<file path="config.mk">
export PLATFORM = sky130hd
export DESIGN_NAME = priority_round_robin_task_scheduler_top
export DESIGN_NICKNAME = d
export VERILOG_FILES = /design/src/hw/rtl/prrts_pkg.sv /design/src/hw/rtl/prrts_cell.sv /design/src/hw/rtl/priority_round_robin_task_scheduler_top.sv
export SDC_FILE = /design/constraint.sdc
export NUM_CORES = 2
export LEC_CHECK = 0
export ABC_CLOCK_PERIOD_IN_PS = 6300
export BUFFER_PORTS_ARGS = -buffer_cell sky130_fd_sc_hd__buf_2
export CELL_PAD_IN_SITES_DETAIL_PLACEMENT = 1
export CELL_PAD_IN_SITES_GLOBAL_PLACEMENT = 2
export CORE_MARGIN = 2
export CORE_UTILIZATION = 45
export CTS_BUF_LIST = sky130_fd_sc_hd__clkbuf_2
export CTS_CLUSTER_DIAMETER = 100
export DETAILED_ROUTE_END_ITERATION = 12
export GPL_TIMING_DRIVEN = 0
export PLACE_DENSITY_LB_ADDON = 0.1
export SLEW_MARGIN = 30
export SYNTH_ARGS = -nofsm -noshare
export SYNTH_HDL_FRONTEND = slang
export SYNTH_SLANG_ARGS = --single-unit
</file>
<file path="constraint.sdc">
create_clock -name clock -period 6.3 [get_ports clock]
set_clock_uncertainty 0.1 [all_clocks]
set_input_delay 1.89 -clock clock [delete_from_list [all_inputs] [get_ports clock]]
set_output_delay 1.89 -clock clock [all_outputs]
set_load 0.05 [all_outputs]
</file>
<file path="src/hw/rtl/prrts_pkg.sv">
// Shared types, codes and helpers for the priority round-robin task scheduler.
// Used by prrts_cell and priority_round_robin_task_scheduler_top; depends on nothing.
`timescale 1ns / 1ps

package prrts_pkg;

   localparam int TASK_SLOTS_DEF      = 16;
   localparam int PRIORITY_LEVELS_DEF = 16;
   localparam int CSR_IDX_W           = 1;
   localparam int CSR_DATA_W          = 32;

   typedef enum logic [1:0] {
      ACT_TICK  = 2'd0,
      ACT_SCHED = 2'd1,
      ACT_WRITE = 2'd2,
      ACT_NONE  = 2'd3
   } action_type;

   typedef enum logic [2:0] {
      TS_INVALID = 3'd0,
      TS_UNRUN   = 3'd1,
      TS_READY   = 3'd2,
      TS_DELAYED = 3'd3,
      TS_MUTEX   = 3'd4,
      TS_SEMA    = 3'd5,
      TS_KILLED  = 3'd6,
      TS_UNKNOWN = 3'd7
   } status_type;

   typedef enum logic {
      CSR_PRIORITY_MODE = 1'b0,
      CSR_PREEMPT       = 1'b1
   } csr_idx_type;

   typedef enum logic [1:0] {
      SCH_IDLE  = 2'd0,
      SCH_LEVEL = 2'd1,
      SCH_PICK  = 2'd2,
      SCH_DONE  = 2'd3
   } sch_state_type;

   // One task entry as held in a cell
   typedef struct packed {
      logic [2:0]  status;
      logic [3:0]  level;
      logic [31:0] sleep;
   } entry_type;

   // Per-cell control from the sequencer
   typedef struct packed {
      logic shift;
      logic load;
      logic mark;
   } cell_ctl_type;

   function automatic logic is_runnable(input logic [2:0] st);
      return (st == TS_UNRUN) || (st == TS_READY);
   endfunction

   // Count a delayed entry down by one tick; wake it at zero
   function automatic entry_type tick_update(input entry_type e, input logic en);
      entry_type r;
      r = e;
      if (en && e.status == TS_DELAYED) begin
         r.sleep = e.sleep - 32'd1;
         if (r.sleep == 32'd0) begin
            r.status = TS_READY;
         end
      end
      return r;
   endfunction

endpackage

</file>
<file path="src/hw/rtl/prrts_cell.sv">
// One task-entry cell of the scheduler ring: holds status, level and sleep count.
// Depends on prrts_pkg for the entry and control types.
`timescale 1ns / 1ps

module prrts_cell (
   input  logic                   clock,
   input  logic                   reset,
   input  prrts_pkg::cell_ctl_type ctl,
   input  prrts_pkg::entry_type   shift_in,
   input  prrts_pkg::entry_type   load_data,
   output prrts_pkg::entry_type   q
);

   logic [2:0]  status_ff, status_in;
   logic [3:0]  level_ff, level_in;
   logic [31:0] sleep_ff, sleep_in;

   // Pick the next entry: direct load, ready mark, or hand-off from neighbor
   always_comb begin
      status_in = status_ff;
      level_in  = level_ff;
      sleep_in  = sleep_ff;
      if (ctl.load) begin
         status_in = load_data.status;
         level_in  = load_data.level;
         sleep_in  = load_data.sleep;
      end else if (ctl.mark) begin
         status_in = prrts_pkg::TS_READY;
      end else if (ctl.shift) begin
         status_in = shift_in.status;
         level_in  = shift_in.level;
         sleep_in  = shift_in.sleep;
      end
   end

   // Status resets to invalid; level and sleep are payload
   always_ff @(posedge clock) begin
      if (reset) begin
         status_ff <= prrts_pkg::TS_INVALID;
      end else begin
         status_ff <= status_in;
      end
   end

   always_ff @(posedge clock) begin
      level_ff <= level_in;
      sleep_ff <= sleep_in;
   end

   assign q.status = status_ff;
   assign q.level  = level_ff;
   assign q.sleep  = sleep_ff;

endmodule

</file>
<file path="src/hw/rtl/priority_round_robin_task_scheduler_top.sv">
// Top level of the priority round-robin task scheduler: sequencer and cell ring.
// Depends on prrts_pkg and prrts_cell.
`timescale 1ns / 1ps

// Usage
// A command is taken at a clock edge with start high and busy low. Every
// command gives one result, shown for one cycle with rsp_valid high; the
// receiver cannot stall it. Task entries sit in a ring of TASK_SLOTS cells.
// A scan rotates the ring by one cell per cycle and evaluates the head cell;
// a full pass leaves the ring in place. A write or unused action answers
// from the idle state. A tick without preemption, or a scan that finds
// nothing runnable, answers after the first pass; otherwise a pick pass
// and a done step follow. The first pass counts sleepers down on a tick
// and finds the most urgent level; the second finds the rotated pick.
// busy stays high until the result shows.
// The csr channel is always ready; write it only while the block is idle.
// Reset invalidates all entries, restores both mode bits to 1, clears the
// tick counter and per-level picks; no clearing pass is needed.

module priority_round_robin_task_scheduler_top #(
   parameter int TASK_SLOTS      = prrts_pkg::TASK_SLOTS_DEF,
   parameter int PRIORITY_LEVELS = prrts_pkg::PRIORITY_LEVELS_DEF
) (
   input  logic                            clock,
   input  logic                            reset,
   input  logic                            start,
   output logic                            busy,
   input  logic [1:0]                      req_action,
   input  logic [3:0]                      req_task_index,
   input  logic [2:0]                      req_entry_state,
   input  logic [3:0]                      req_entry_priority,
   input  logic [31:0]                     req_entry_sleep_ticks,
   output logic                            rsp_valid,
   output logic [3:0]                      rsp_chosen_task,
   output logic                            rsp_chosen_valid,
   output logic                            rsp_first_run,
   output logic [4:0]                      rsp_woken_count,
   output logic [31:0]                     rsp_tick_total,
   input  logic                            csr_valid,
   output logic                            csr_ready,
   input  logic [prrts_pkg::CSR_IDX_W-1:0] csr_index,
   input  logic [prrts_pkg::CSR_DATA_W-1:0] csr_wdata
);

   localparam int IW = (TASK_SLOTS > 1) ? $clog2(TASK_SLOTS) : 1;
   localparam int LW = (PRIORITY_LEVELS > 1) ? $clog2(PRIORITY_LEVELS) : 1;
   localparam int WW = $clog2(TASK_SLOTS + 1);
   localparam logic [IW-1:0] LAST_IDX = IW'(TASK_SLOTS - 1);

   // Clamp a stored level to the least urgent one
   function automatic logic [LW-1:0] clamp_level(input logic [3:0] l);
      if (int'(l) >= PRIORITY_LEVELS) begin
         return LW'(PRIORITY_LEVELS - 1);
      end
      return LW'(l);
   endfunction

   prrts_pkg::sch_state_type state_ff, state_in;
   logic [IW-1:0] cnt_ff, cnt_in;
   logic          wake_ff, wake_in;
   logic          sched_ff, sched_in;
   logic [WW-1:0] woken_ff, woken_in;
   logic          any_ff, any_in;
   logic [LW-1:0] best_ff, best_in;
   logic [IW-1:0] start_ff, start_in;
   logic          hita_ff, hita_in, hitb_ff, hitb_in;
   logic [IW-1:0] picka_ff, picka_in, pickb_ff, pickb_in;
   logic [LW-1:0] lvla_ff, lvla_in, lvlb_ff, lvlb_in;
   logic          unruna_ff, unruna_in, unrunb_ff, unrunb_in;
   logic [IW-1:0] rotate_ff, rotate_in;
   logic [31:0]   tick_ff, tick_in;
   logic          mode_ff, preempt_ff;
   logic [IW-1:0] last_pick_ff [PRIORITY_LEVELS];
   logic          lp_we;
   logic [LW-1:0] lp_idx;
   logic [IW-1:0] lp_data;

   logic          rsp_valid_ff, rsp_valid_in;
   logic [3:0]    rsp_task_ff, rsp_task_in;
   logic          rsp_cv_ff, rsp_cv_in;
   logic          rsp_fr_ff, rsp_fr_in;
   logic [4:0]    rsp_woken_ff, rsp_woken_in;
   logic [31:0]   rsp_tick_ff, rsp_tick_in;

   logic          accept;
   logic          wr_en;
   logic          shift;
   logic          mark_en;
   logic [IW-1:0] mark_idx;
   logic          tick_en;
   prrts_pkg::entry_type q [TASK_SLOTS];
   prrts_pkg::entry_type wr_data;
   prrts_pkg::entry_type head_w;
   logic          head_run;
   logic          head_wake;
   logic [LW-1:0] head_lvl;
   logic          head_match;

   assign accept    = start && !busy;
   assign busy      = (state_ff != prrts_pkg::SCH_IDLE);
   assign csr_ready = 1'b1;

   // Head cell seen through the tick countdown
   assign tick_en   = wake_ff && (state_ff == prrts_pkg::SCH_LEVEL);
   assign head_w    = prrts_pkg::tick_update(q[0], tick_en);
   assign head_wake = tick_en && (q[0].status == prrts_pkg::TS_DELAYED) &&
                      (q[0].sleep == 32'd1);
   assign head_run  = prrts_pkg::is_runnable(head_w.status);
   assign head_lvl  = clamp_level(head_w.level);
   assign head_match = head_run && (!mode_ff || head_lvl == best_ff);

   assign wr_data.status = req_entry_state;
   assign wr_data.level  = req_entry_priority;
   assign wr_data.sleep  = req_entry_sleep_ticks;

   // Cell ring: each cell takes its right neighbor, the last takes the head
   for (genvar i = 0; i < TASK_SLOTS; i++) begin : g_cell
      prrts_pkg::cell_ctl_type ctl;
      prrts_pkg::entry_type    nb;
      assign ctl.shift = shift;
      assign ctl.load  = wr_en && (int'(req_task_index) == i);
      assign ctl.mark  = mark_en && (int'(mark_idx) == i);
      if (i == TASK_SLOTS - 1) begin : g_wrap
         assign nb = head_w;
      end else begin : g_next
         assign nb = q[i+1];
      end
      prrts_cell u_cell (
         .clock     (clock),
         .reset     (reset),
         .ctl       (ctl),
         .shift_in  (nb),
         .load_data (wr_data),
         .q         (q[i])
      );
   end

   // Sequencer: next state, scan bookkeeping and result
   always_comb begin
      state_in     = state_ff;
      cnt_in       = cnt_ff;
      wake_in      = wake_ff;
      sched_in     = sched_ff;
      woken_in     = woken_ff;
      any_in       = any_ff;
      best_in      = best_ff;
      start_in     = start_ff;
      hita_in      = hita_ff;
      hitb_in      = hitb_ff;
      picka_in     = picka_ff;
      pickb_in     = pickb_ff;
      lvla_in      = lvla_ff;
      lvlb_in      = lvlb_ff;
      unruna_in    = unruna_ff;
      unrunb_in    = unrunb_ff;
      rotate_in    = rotate_ff;
      tick_in      = tick_ff;
      rsp_valid_in = 1'b0;
      rsp_task_in  = 4'd0;
      rsp_cv_in    = 1'b0;
      rsp_fr_in    = 1'b0;
      rsp_woken_in = 5'd0;
      rsp_tick_in  = tick_ff;
      wr_en        = 1'b0;
      shift        = 1'b0;
      mark_en      = 1'b0;
      mark_idx     = picka_ff;
      lp_we        = 1'b0;
      lp_idx       = lvla_ff;
      lp_data      = picka_ff;

      case (state_ff)
         prrts_pkg::SCH_IDLE: begin
            if (accept) begin
               cnt_in   = '0;
               woken_in = '0;
               any_in   = 1'b0;
               best_in  = LW'(PRIORITY_LEVELS - 1);
               case (req_action)
                  prrts_pkg::ACT_TICK: begin
                     tick_in  = tick_ff + 32'd1;
                     wake_in  = 1'b1;
                     sched_in = preempt_ff;
                     state_in = prrts_pkg::SCH_LEVEL;
                  end
                  prrts_pkg::ACT_SCHED: begin
                     wake_in  = 1'b0;
                     sched_in = 1'b1;
                     state_in = prrts_pkg::SCH_LEVEL;
                  end
                  prrts_pkg::ACT_WRITE: begin
                     wr_en        = (int'(req_task_index) < TASK_SLOTS);
                     rsp_valid_in = 1'b1;
                  end
                  default: begin
                     rsp_valid_in = 1'b1;
                  end
               endcase
            end
         end

         prrts_pkg::SCH_LEVEL: begin
            shift    = 1'b1;
            woken_in = woken_ff + WW'(head_wake);
            if (head_run && (!any_ff || head_lvl < best_ff)) begin
               best_in = head_lvl;
               any_in  = 1'b1;
            end
            cnt_in = cnt_ff + IW'(1);
            if (cnt_ff == LAST_IDX) begin
               cnt_in = '0;
               if (sched_ff && any_in) begin
                  start_in = mode_ff ? last_pick_ff[best_in] : rotate_ff;
                  hita_in  = 1'b0;
                  hitb_in  = 1'b0;
                  state_in = prrts_pkg::SCH_PICK;
               end else begin
                  rsp_valid_in = 1'b1;
                  rsp_woken_in = 5'(woken_in);
                  state_in     = prrts_pkg::SCH_IDLE;
               end
            end
         end

         prrts_pkg::SCH_PICK: begin
            shift = 1'b1;
            // First match past the start, and first match overall as the wrap
            if (head_match && cnt_ff > start_ff && !hita_ff) begin
               hita_in   = 1'b1;
               picka_in  = cnt_ff;
               lvla_in   = head_lvl;
               unruna_in = (head_w.status == prrts_pkg::TS_UNRUN);
            end
            if (head_match && !hitb_ff) begin
               hitb_in   = 1'b1;
               pickb_in  = cnt_ff;
               lvlb_in   = head_lvl;
               unrunb_in = (head_w.status == prrts_pkg::TS_UNRUN);
            end
            cnt_in = cnt_ff + IW'(1);
            if (cnt_ff == LAST_IDX) begin
               cnt_in   = '0;
               state_in = prrts_pkg::SCH_DONE;
            end
         end

         prrts_pkg::SCH_DONE: begin
            mark_idx     = hita_ff ? picka_ff : pickb_ff;
            mark_en      = hita_ff ? unruna_ff : unrunb_ff;
            lp_we        = 1'b1;
            lp_idx       = hita_ff ? lvla_ff : lvlb_ff;
            lp_data      = mark_idx;
            rotate_in    = mark_idx;
            rsp_valid_in = 1'b1;
            rsp_task_in  = 4'(mark_idx);
            rsp_cv_in    = 1'b1;
            rsp_fr_in    = mark_en;
            rsp_woken_in = 5'(woken_ff);
            state_in     = prrts_pkg::SCH_IDLE;
         end

         default: begin
            state_in = prrts_pkg::SCH_IDLE;
         end
      endcase
   end

   // Control registers
   always_ff @(posedge clock) begin
      if (reset) begin
         state_ff     <= prrts_pkg::SCH_IDLE;
         cnt_ff       <= '0;
         rotate_ff    <= LAST_IDX;
         tick_ff      <= 32'd0;
         rsp_valid_ff <= 1'b0;
      end else begin
         state_ff     <= state_in;
         cnt_ff       <= cnt_in;
         rotate_ff    <= rotate_in;
         tick_ff      <= tick_in;
         rsp_valid_ff <= rsp_valid_in;
      end
   end

   // Scan bookkeeping and result payload
   always_ff @(posedge clock) begin
      wake_ff      <= wake_in;
      sched_ff     <= sched_in;
      woken_ff     <= woken_in;
      any_ff       <= any_in;
      best_ff      <= best_in;
      start_ff     <= start_in;
      hita_ff      <= hita_in;
      hitb_ff      <= hitb_in;
      picka_ff     <= picka_in;
      pickb_ff     <= pickb_in;
      lvla_ff      <= lvla_in;
      lvlb_ff      <= lvlb_in;
      unruna_ff    <= unruna_in;
      unrunb_ff    <= unrunb_in;
      rsp_task_ff  <= rsp_task_in;
      rsp_cv_ff    <= rsp_cv_in;
      rsp_fr_ff    <= rsp_fr_in;
      rsp_woken_ff <= rsp_woken_in;
      rsp_tick_ff  <= rsp_tick_in;
   end

   // Last pick per level, cleared at reset
   always_ff @(posedge clock) begin
      if (reset) begin
         for (int l = 0; l < PRIORITY_LEVELS; l++) begin
            last_pick_ff[l] <= '0;
         end
      end else if (lp_we) begin
         last_pick_ff[lp_idx] <= lp_data;
      end
   end

   // Mode registers on the csr transfer
   always_ff @(posedge clock) begin
      if (reset) begin
         mode_ff    <= 1'b1;
         preempt_ff <= 1'b1;
      end else if (csr_valid && csr_ready) begin
         if (csr_index == prrts_pkg::CSR_PRIORITY_MODE) begin
            mode_ff <= csr_wdata[0];
         end
         if (csr_index == prrts_pkg::CSR_PREEMPT) begin
            preempt_ff <= csr_wdata[0];
         end
      end
   end

   assign rsp_valid        = rsp_valid_ff;
   assign rsp_chosen_task  = rsp_task_ff;
   assign rsp_chosen_valid = rsp_cv_ff;
   assign rsp_first_run    = rsp_fr_ff;
   assign rsp_woken_count  = rsp_woken_ff;
   assign rsp_tick_total   = rsp_tick_ff;

   // An accepted command either starts a scan or answers next cycle
   a_accept_progress: assert property (@(posedge clock) disable iff (reset)
      accept |=> (busy || rsp_valid))
      else $error("accepted command made no progress");

   // A first-run flag only comes with a decision
   a_first_run_valid: assert property (@(posedge clock) disable iff (reset)
      (rsp_valid && rsp_first_run) |-> rsp_chosen_valid)
      else $error("first_run without a chosen task");

   // A decision follows the final step of a pick scan
   a_decision_source: assert property (@(posedge clock) disable iff (reset)
      (rsp_valid && rsp_chosen_valid) |-> $past(state_ff == prrts_pkg::SCH_DONE))
      else $error("decision outside the done step");

   // The ring is never written directly while it rotates
   a_no_load_in_scan: assert property (@(posedge clock) disable iff (reset)
      shift |-> (!wr_en && !mark_en))
      else $error("direct cell update during a scan");

endmodule

</file>
* Word-level counts from Yosys, hierarchy flattened
Memories as Yosys holds them, arrays and structs flattened.
Index checks and enable logic that the tools add are counted.
** Cells by class
- Add/sub/neg operators :: 4
- Magnitude comparators :: 2
- Eq/ne operators :: 64
- Multiplexer cells :: 202
- Bitwise gates (word level) :: 1
- Reductions and logical operators :: 123
** Operators with widths (number)
- two-way mux 32 bit :: 49
- two-way mux 4 bit :: 60
- two-way mux 3 bit :: 50
- equality test 4 bit, second input constant :: 17
- nonzero test 3 bit :: 16
- AND reduction 2 bit :: 22
- logical AND 1 bit :: 42
- nonzero test 2 bit :: 21
- inequality test 2 x 1 -> 1 bit, second input constant :: 18
- adder 32 x 1 -> 32 bit, second input constant :: 1
- equality test 32 x 1 -> 1 bit, second input constant :: 1
- equality test 4 x 3 -> 1 bit, second input constant :: 8
- logical NOT 32 bit :: 1
- subtractor 32 x 1 -> 32 bit, second input constant :: 1
- two-way mux 1 bit :: 24
- one-hot mux 5 bit (2 select lines) :: 2
- equality test 4 x 2 -> 1 bit, second input constant :: 4
- one-hot mux 4 bit (2 select lines) :: 2
- two-way mux 5 bit :: 3
- AND reduction 4 bit :: 3
- two-way mux 2 bit :: 5
- inequality test 2 bit, second input constant :: 5
- one-hot mux 1 bit (2 select lines) :: 5
- AND reduction 3 bit :: 3
- other kinds (19) :: 33
** Storage, ports and cells
- Bits in registers :: 748
- Memory bits (writable) :: 64
- Memories :: 1
** Memory list
- last_pick_ff :: words 16, width 4, rd ports 1, clocked after memory_dff 0, wr ports 16, line priority_round_robin_task_scheduler_top.sv:73 : logic [IW-1:0] last_pick_ff [PRIORITY_LEVELS];

* Depth between registers and ports, before layout
- Depth after elaboration :: 13
- Mapped depth :: 17
- Mapped depth without buffers :: 13

* Cells and area by module
Synthesis repeated with hierarchy kept, for this count alone.
** Second synthesis, totals
- Cell total of the unflattened synthesis :: 2398
- Area, all modules :: 36377.4 µm²
** Modules (own cells, without submodules)
- prrts_cell :: instances 16, cells an instance 94, area each 1710.4 µm²
- priority_round_robin_task_scheduler_top :: instances 1, cells an instance 894, area each 9011.1 µm²

* Worst setup path before layout
Ideal clock, no wire load.
- Path kind :: input-to-reg
- From :: input port req_task_index[3]
- To :: register g_cell[7].u_cell.level_ff[0], enable pin
- Setup time :: 0.705 ns
- Arrival time :: 4.373 ns
- Required time :: 5.495 ns
- Slack :: 1.122 ns
- Stages :: 7
- Buffers on the path :: 4
- Cell sequence :: clkbuf_1 -> nand2b_1 -> clkbuf_1 -> or2_2 -> clkbuf_1 -> buf_1 -> o21ai_0
** Between the ends
- Word-level cells in the longest chain between the ends :: 4
- Elaborated cells on any way between the ends :: 5
- Those cells by class :: eq/ne (2); reduce/logical (3)
** RTL lines
- from (decl) :: line priority_round_robin_task_scheduler_top.sv:29 : input logic [3:0] req_task_index,
- equality test 4 bit (*) :: line priority_round_robin_task_scheduler_top.sv:121 : assign ctl.load = wr_en && (int'(req_task_index) == i);
- logical AND 1 bit (*) :: line priority_round_robin_task_scheduler_top.sv:121
- inequality test 2 x 1 -> 1 bit (no source line) / nonzero test 2 bit (equally long branches)
- AND reduction 2 bit (no source line) (*)
- to (signal assigned) :: line prrts_cell.sv:46 : level_ff <= level_in;
- to (decl) :: line prrts_cell.sv:15 : logic [3:0] level_ff, level_in;
Every way passes the cells marked *; elsewhere a longest branch is shown, timed or not.
A chain may end at the register's enable or synchronous reset.

==> key figures <==
Routing
  • DRC viols: 0
  • Iter 0 DRT Violations: 1,554
  • WL/cell: 23.4 um
  • TritonRoute pass-1 iters: 5
  • Vias per cell: between 5 and 6
  • Vias: 24.1k
  • Detail Route Antenna Nets: 0
  • WL final: a little over 100,000 um

STA
  • Final hold violation count: 0
  • Slew @ Worst Pin: 0.997 ns
  • RSZ-0062 raised after global routing: no
  • Worst Slack Setup Final: between 1 and 1.5 ns
  • Endpoints failing setup: 0
  • Max Clock Freq: approximately 0.19 GHz
  • Worst slew margin: between 30% and 40%
  • Minimum clock period: between 5 and 6 ns
  • Hold slack: 0.288 ns
  • Final worst-path cycle share: between 80% and 90%
  • Slew Limit Fails: 0

Pwr
  • Static leakage: about 15 nW
  • P_int: a little over 9 mW
  • Tot Pwr: ~13 mW
  • Pwr Density: ~320 nW/um2
  • Switching share of power: between 20% and 30%
  • Sequential Power Share: a little under three fifths
  • Max rail drop VDD: roughly 170 uV
  • Sw power: 3.82 mW
  • Comb pwr share: 16.1%
  • Clk pwr share: around 28%

Critical path
  • Crit path largest cell delay: roughly 0.56 ns
  • Crit-path cells: inv_1 -> ha_1 -> buf_4 -> nand2_1 -> or3_1 -> clkbuf_1 -> a2111oi_2 -> nand4_1 -> or4b_4 -> nor4_4 -> mux2_4 -> buf_6 -> buf_6 -> mux2i_1 -> o22ai_1 -> or3_1 -> o32a_1
  • Critical path endpoint category: flop
  • Critical Path AT: roughly 6.3 ns
  • Critical Path RT: between 7 and 8 ns
  • CP Launch Type: flop
  • Slowest-stage cell, CP: or4b_4
  • Maximum fanout along the worst path: 10
  • Setup CP Type: flop to flop
  • CP delay by family, top: simple AND/OR/NAND/NOR gates
  • CP bufs+invs: 5

Placement
  • DP HPWL: between 70,000 and 80,000 um
  • RePlAce Congestion: 0.857
  • Placed cell count: ~4.1k
  • I/O Buffers: just over 90
  • Setup WS pre-CTS: between 0.6 and 0.7 ns

CTS
  • Cts repair resizes: 0
  • Root Buffer: clkbuf_2
  • CTS Hold Bufs: 0
  • Clock sink count: 812
  • Maximum clock path buffer count: 3
  • Worst-skew pair later-pin latency: ~1.5 ns
  • Number of setup buffers added after CTS: 0
  • CTS tree: built
  • H-tree depth: 4
  • CTS clk-pin slew, worst paths: ~0.11 ns
  • Clock buffer count from CTS: ~210

Outcome
  • Outcome: complete, no violations

Global route
  • First-pass GRT wire length: between 150,000 and 200,000 um
  • Vias in the first global route: roughly 26k
  • Total track usage: around a quarter
  • Largest net degree at the start of global routing: 38
  • GRT overflow: 0
  • Initial antenna violation count: 5

Synth
  • Post-Synth XOR/XNOR Area: roughly 1.7%
  • Synth top area cells: edfxtp_1 (57%), mux2_2 (12%), dfxtp_1 (7.6%)
  • Mux share of post-synthesis cell area: between 10% and 20%
  • Netlist Area Pre-Place: between 30,000 and 40,000 um2
  • Seq cells post-synth: between 800 and 900
  • Sequential area share after synthesis: between 60 and 70%
  • Largest family of logic cells by synthesized area: multiplexers
  • Synth Area in Compound Gates: ~3.4%
  • Top-area cell type share of the netlist area: 56.6%
  • Predominant post-synthesis flop cell: edfxtp_1
  • Synth cell count leaders: nand2_1 (677), edfxtp_1 (676), mux2_2 (370), nor2_1 (207), clkbuf_1 (170)
  • Syn Nets: between 2k and 3k
  • Yosys cell types: 76
  • Synth Area in Simple Gates: a little over an eighth
  • Ys Warns: 0
  • Library cell with the highest instance count after synthesis: nand2_1
  • Number of synthesized flops with an enable pin: approximately 680
  • Mapped Avg Cell Area: 12.4 um2
  • Dominant cell type by area after synthesis: edfxtp_1
  • Synthesized-area fraction occupied by adder cells: less than 1%
  • Async SR Flop Fraction: 0%
  • Synth Instances: around 2.9k

Final layout
  • Share of cells above drive strength 1: 26.0%
  • Final std cells w/o fill: around 4.4k
  • P&R area growth vs syn: 12.5%
  • Sequential cell area: about 23,000 um2
  • Multi-input gate area: ~12,000 um2
  • Filler cell count: 8,392
  • Fin nets: approximately 3.3k
  • Fin util: roughly half

Floorplanning
  • Die ar.: between 80,000 and 90,000 um2
  • Die H: 286 um
  • Placeable core area: 78,900 um2
  • Top Ports: ~130
  • Die X: around 290 um
  • Starting density of the core: between 40% and 50%
  • # rows: between 100 and 150

Worst hold path
  • Worst Hold Class: flop to flop

Flow run
  • Number of max-cap violations: 0
[cell families (layout without fill, tap and decap cells)]
logic type	count (synthesis)	in the layout
AND/OR/NAND/NOR	1132	1132
multiplexers	452	452
other	1	2
flip-flops	812	812
buffers and inverters	208	699
adder cells (fa/ha/maj)	19	19
XOR/XNOR	67	67
AO/OA/AOI/OAI	196	196
[metal layers]
| metal | part of all wire [%] | GRT usage (%) | vias up |
|---|---|---|---|
| met5 | 0.039 | 0 | - |
| met4 | 3.4 | 10.6 | 6 |
| met3 | 5.2 | 4.98 | 195 |
| met2 | 48 | 42.8 | 647 |
| met1 | 43 | 32.9 | 12198 |
| li1 | - | - | 11075 |
[cell usage in the layout (no fill, tap or decap), drive strengths merged, types with 5 or more instances in the layout]
cell / netlist / routed
nand2: 678 / 678
edfxtp: 676 / 676
clkbuf: 170 / 476
mux2: 371 / 371
nor2: 208 / 208
dfxtp: 136 / 136
buf: 16 / 134
mux2i: 81 / 81
nor3: 68 / 68
a21oi: 61 / 61
clkinv: 1 / 57
o21ai: 54 / 54
xor2: 41 / 41
nand2b: 32 / 32
nand3: 31 / 31
xnor2: 26 / 26
inv: 21 / 26
o22ai: 23 / 23
nor4: 20 / 20
ha: 19 / 19
or3: 19 / 19
nand4: 18 / 18
and3: 13 / 13
nand3b: 9 / 9
nor4b: 8 / 8
a211oi: 7 / 7
and2: 6 / 6
or2: 6 / 6
a31oi: 5 / 5
a32o: 5 / 5
a211o: 5 / 5
[flip-flops by register name, summed over array words and instances (netlist names), 4 cells and up, named ones only]
signal                   count
g_cell.u_cell.level_ff      64
lvlb_ff                      4
rotate_ff                    4
last_pick_ff                64
rsp_tick_in                 32
cnt_ff                       4
rsp_tick_total              32
woken_ff                     5
g_cell.u_cell.status_ff     48
picka_ff                     4
start_ff                     4
rsp_chosen_task              4
best_ff                      4
g_cell.u_cell.sleep_ff     512
pickb_ff                     4
rsp_woken_count              5
lvla_ff                      4
[per-stage QoR]
stage / instance area [um2] / setup TNS, ns
global route: 40300 / 0
finish: 40300 / 0
floorplan: 35800 / 0
global placement: 37600 / -348.57
CTS: 40300 / 0
detailed placement: 38400 / 0
[power by group through the flow]
stage / sequential (mW) / combinational, mW / clock, mW
finish: 7.15 / 2.08 / 3.66
global route: 7.23 / 2.25 / 4.05
CTS: 7.16 / 2.10 / 3.80
detailed placement: 7.28 / 2.08 / 0
global placement: 7.36 / 1.75 / 0
floorplan: 7.20 / 1.21 / 0
[area by class of cell]
cell class / count / area share (%)
sequential: 812 / 57.1
multi-input combinational: 1867 / 30.3
clock buffer: 305 / 3.79
tap: 1050 / 3.26
timing repair buffer: 119 / 2.60
buffer: 186 / 1.89
clock inverter: 67 / 0.894
inverter: 22 / 0.205
antenna: 1 / 0.00621
[worst paths after layout]
kind / to / start / slack, ns / cells past startpoint
max: start_ff[1] / flop / 1.09 / 17
min: rsp_tick_total[16] / rsp_tick_in[16] / 0.29 / 0
max reg2reg: start_ff[1] / flop / 1.09 / 17
min reg2reg: rsp_tick_total[16] / rsp_tick_in[16] / 0.29 / 0
Note: power is estimated with default switching activity, not from simulation.
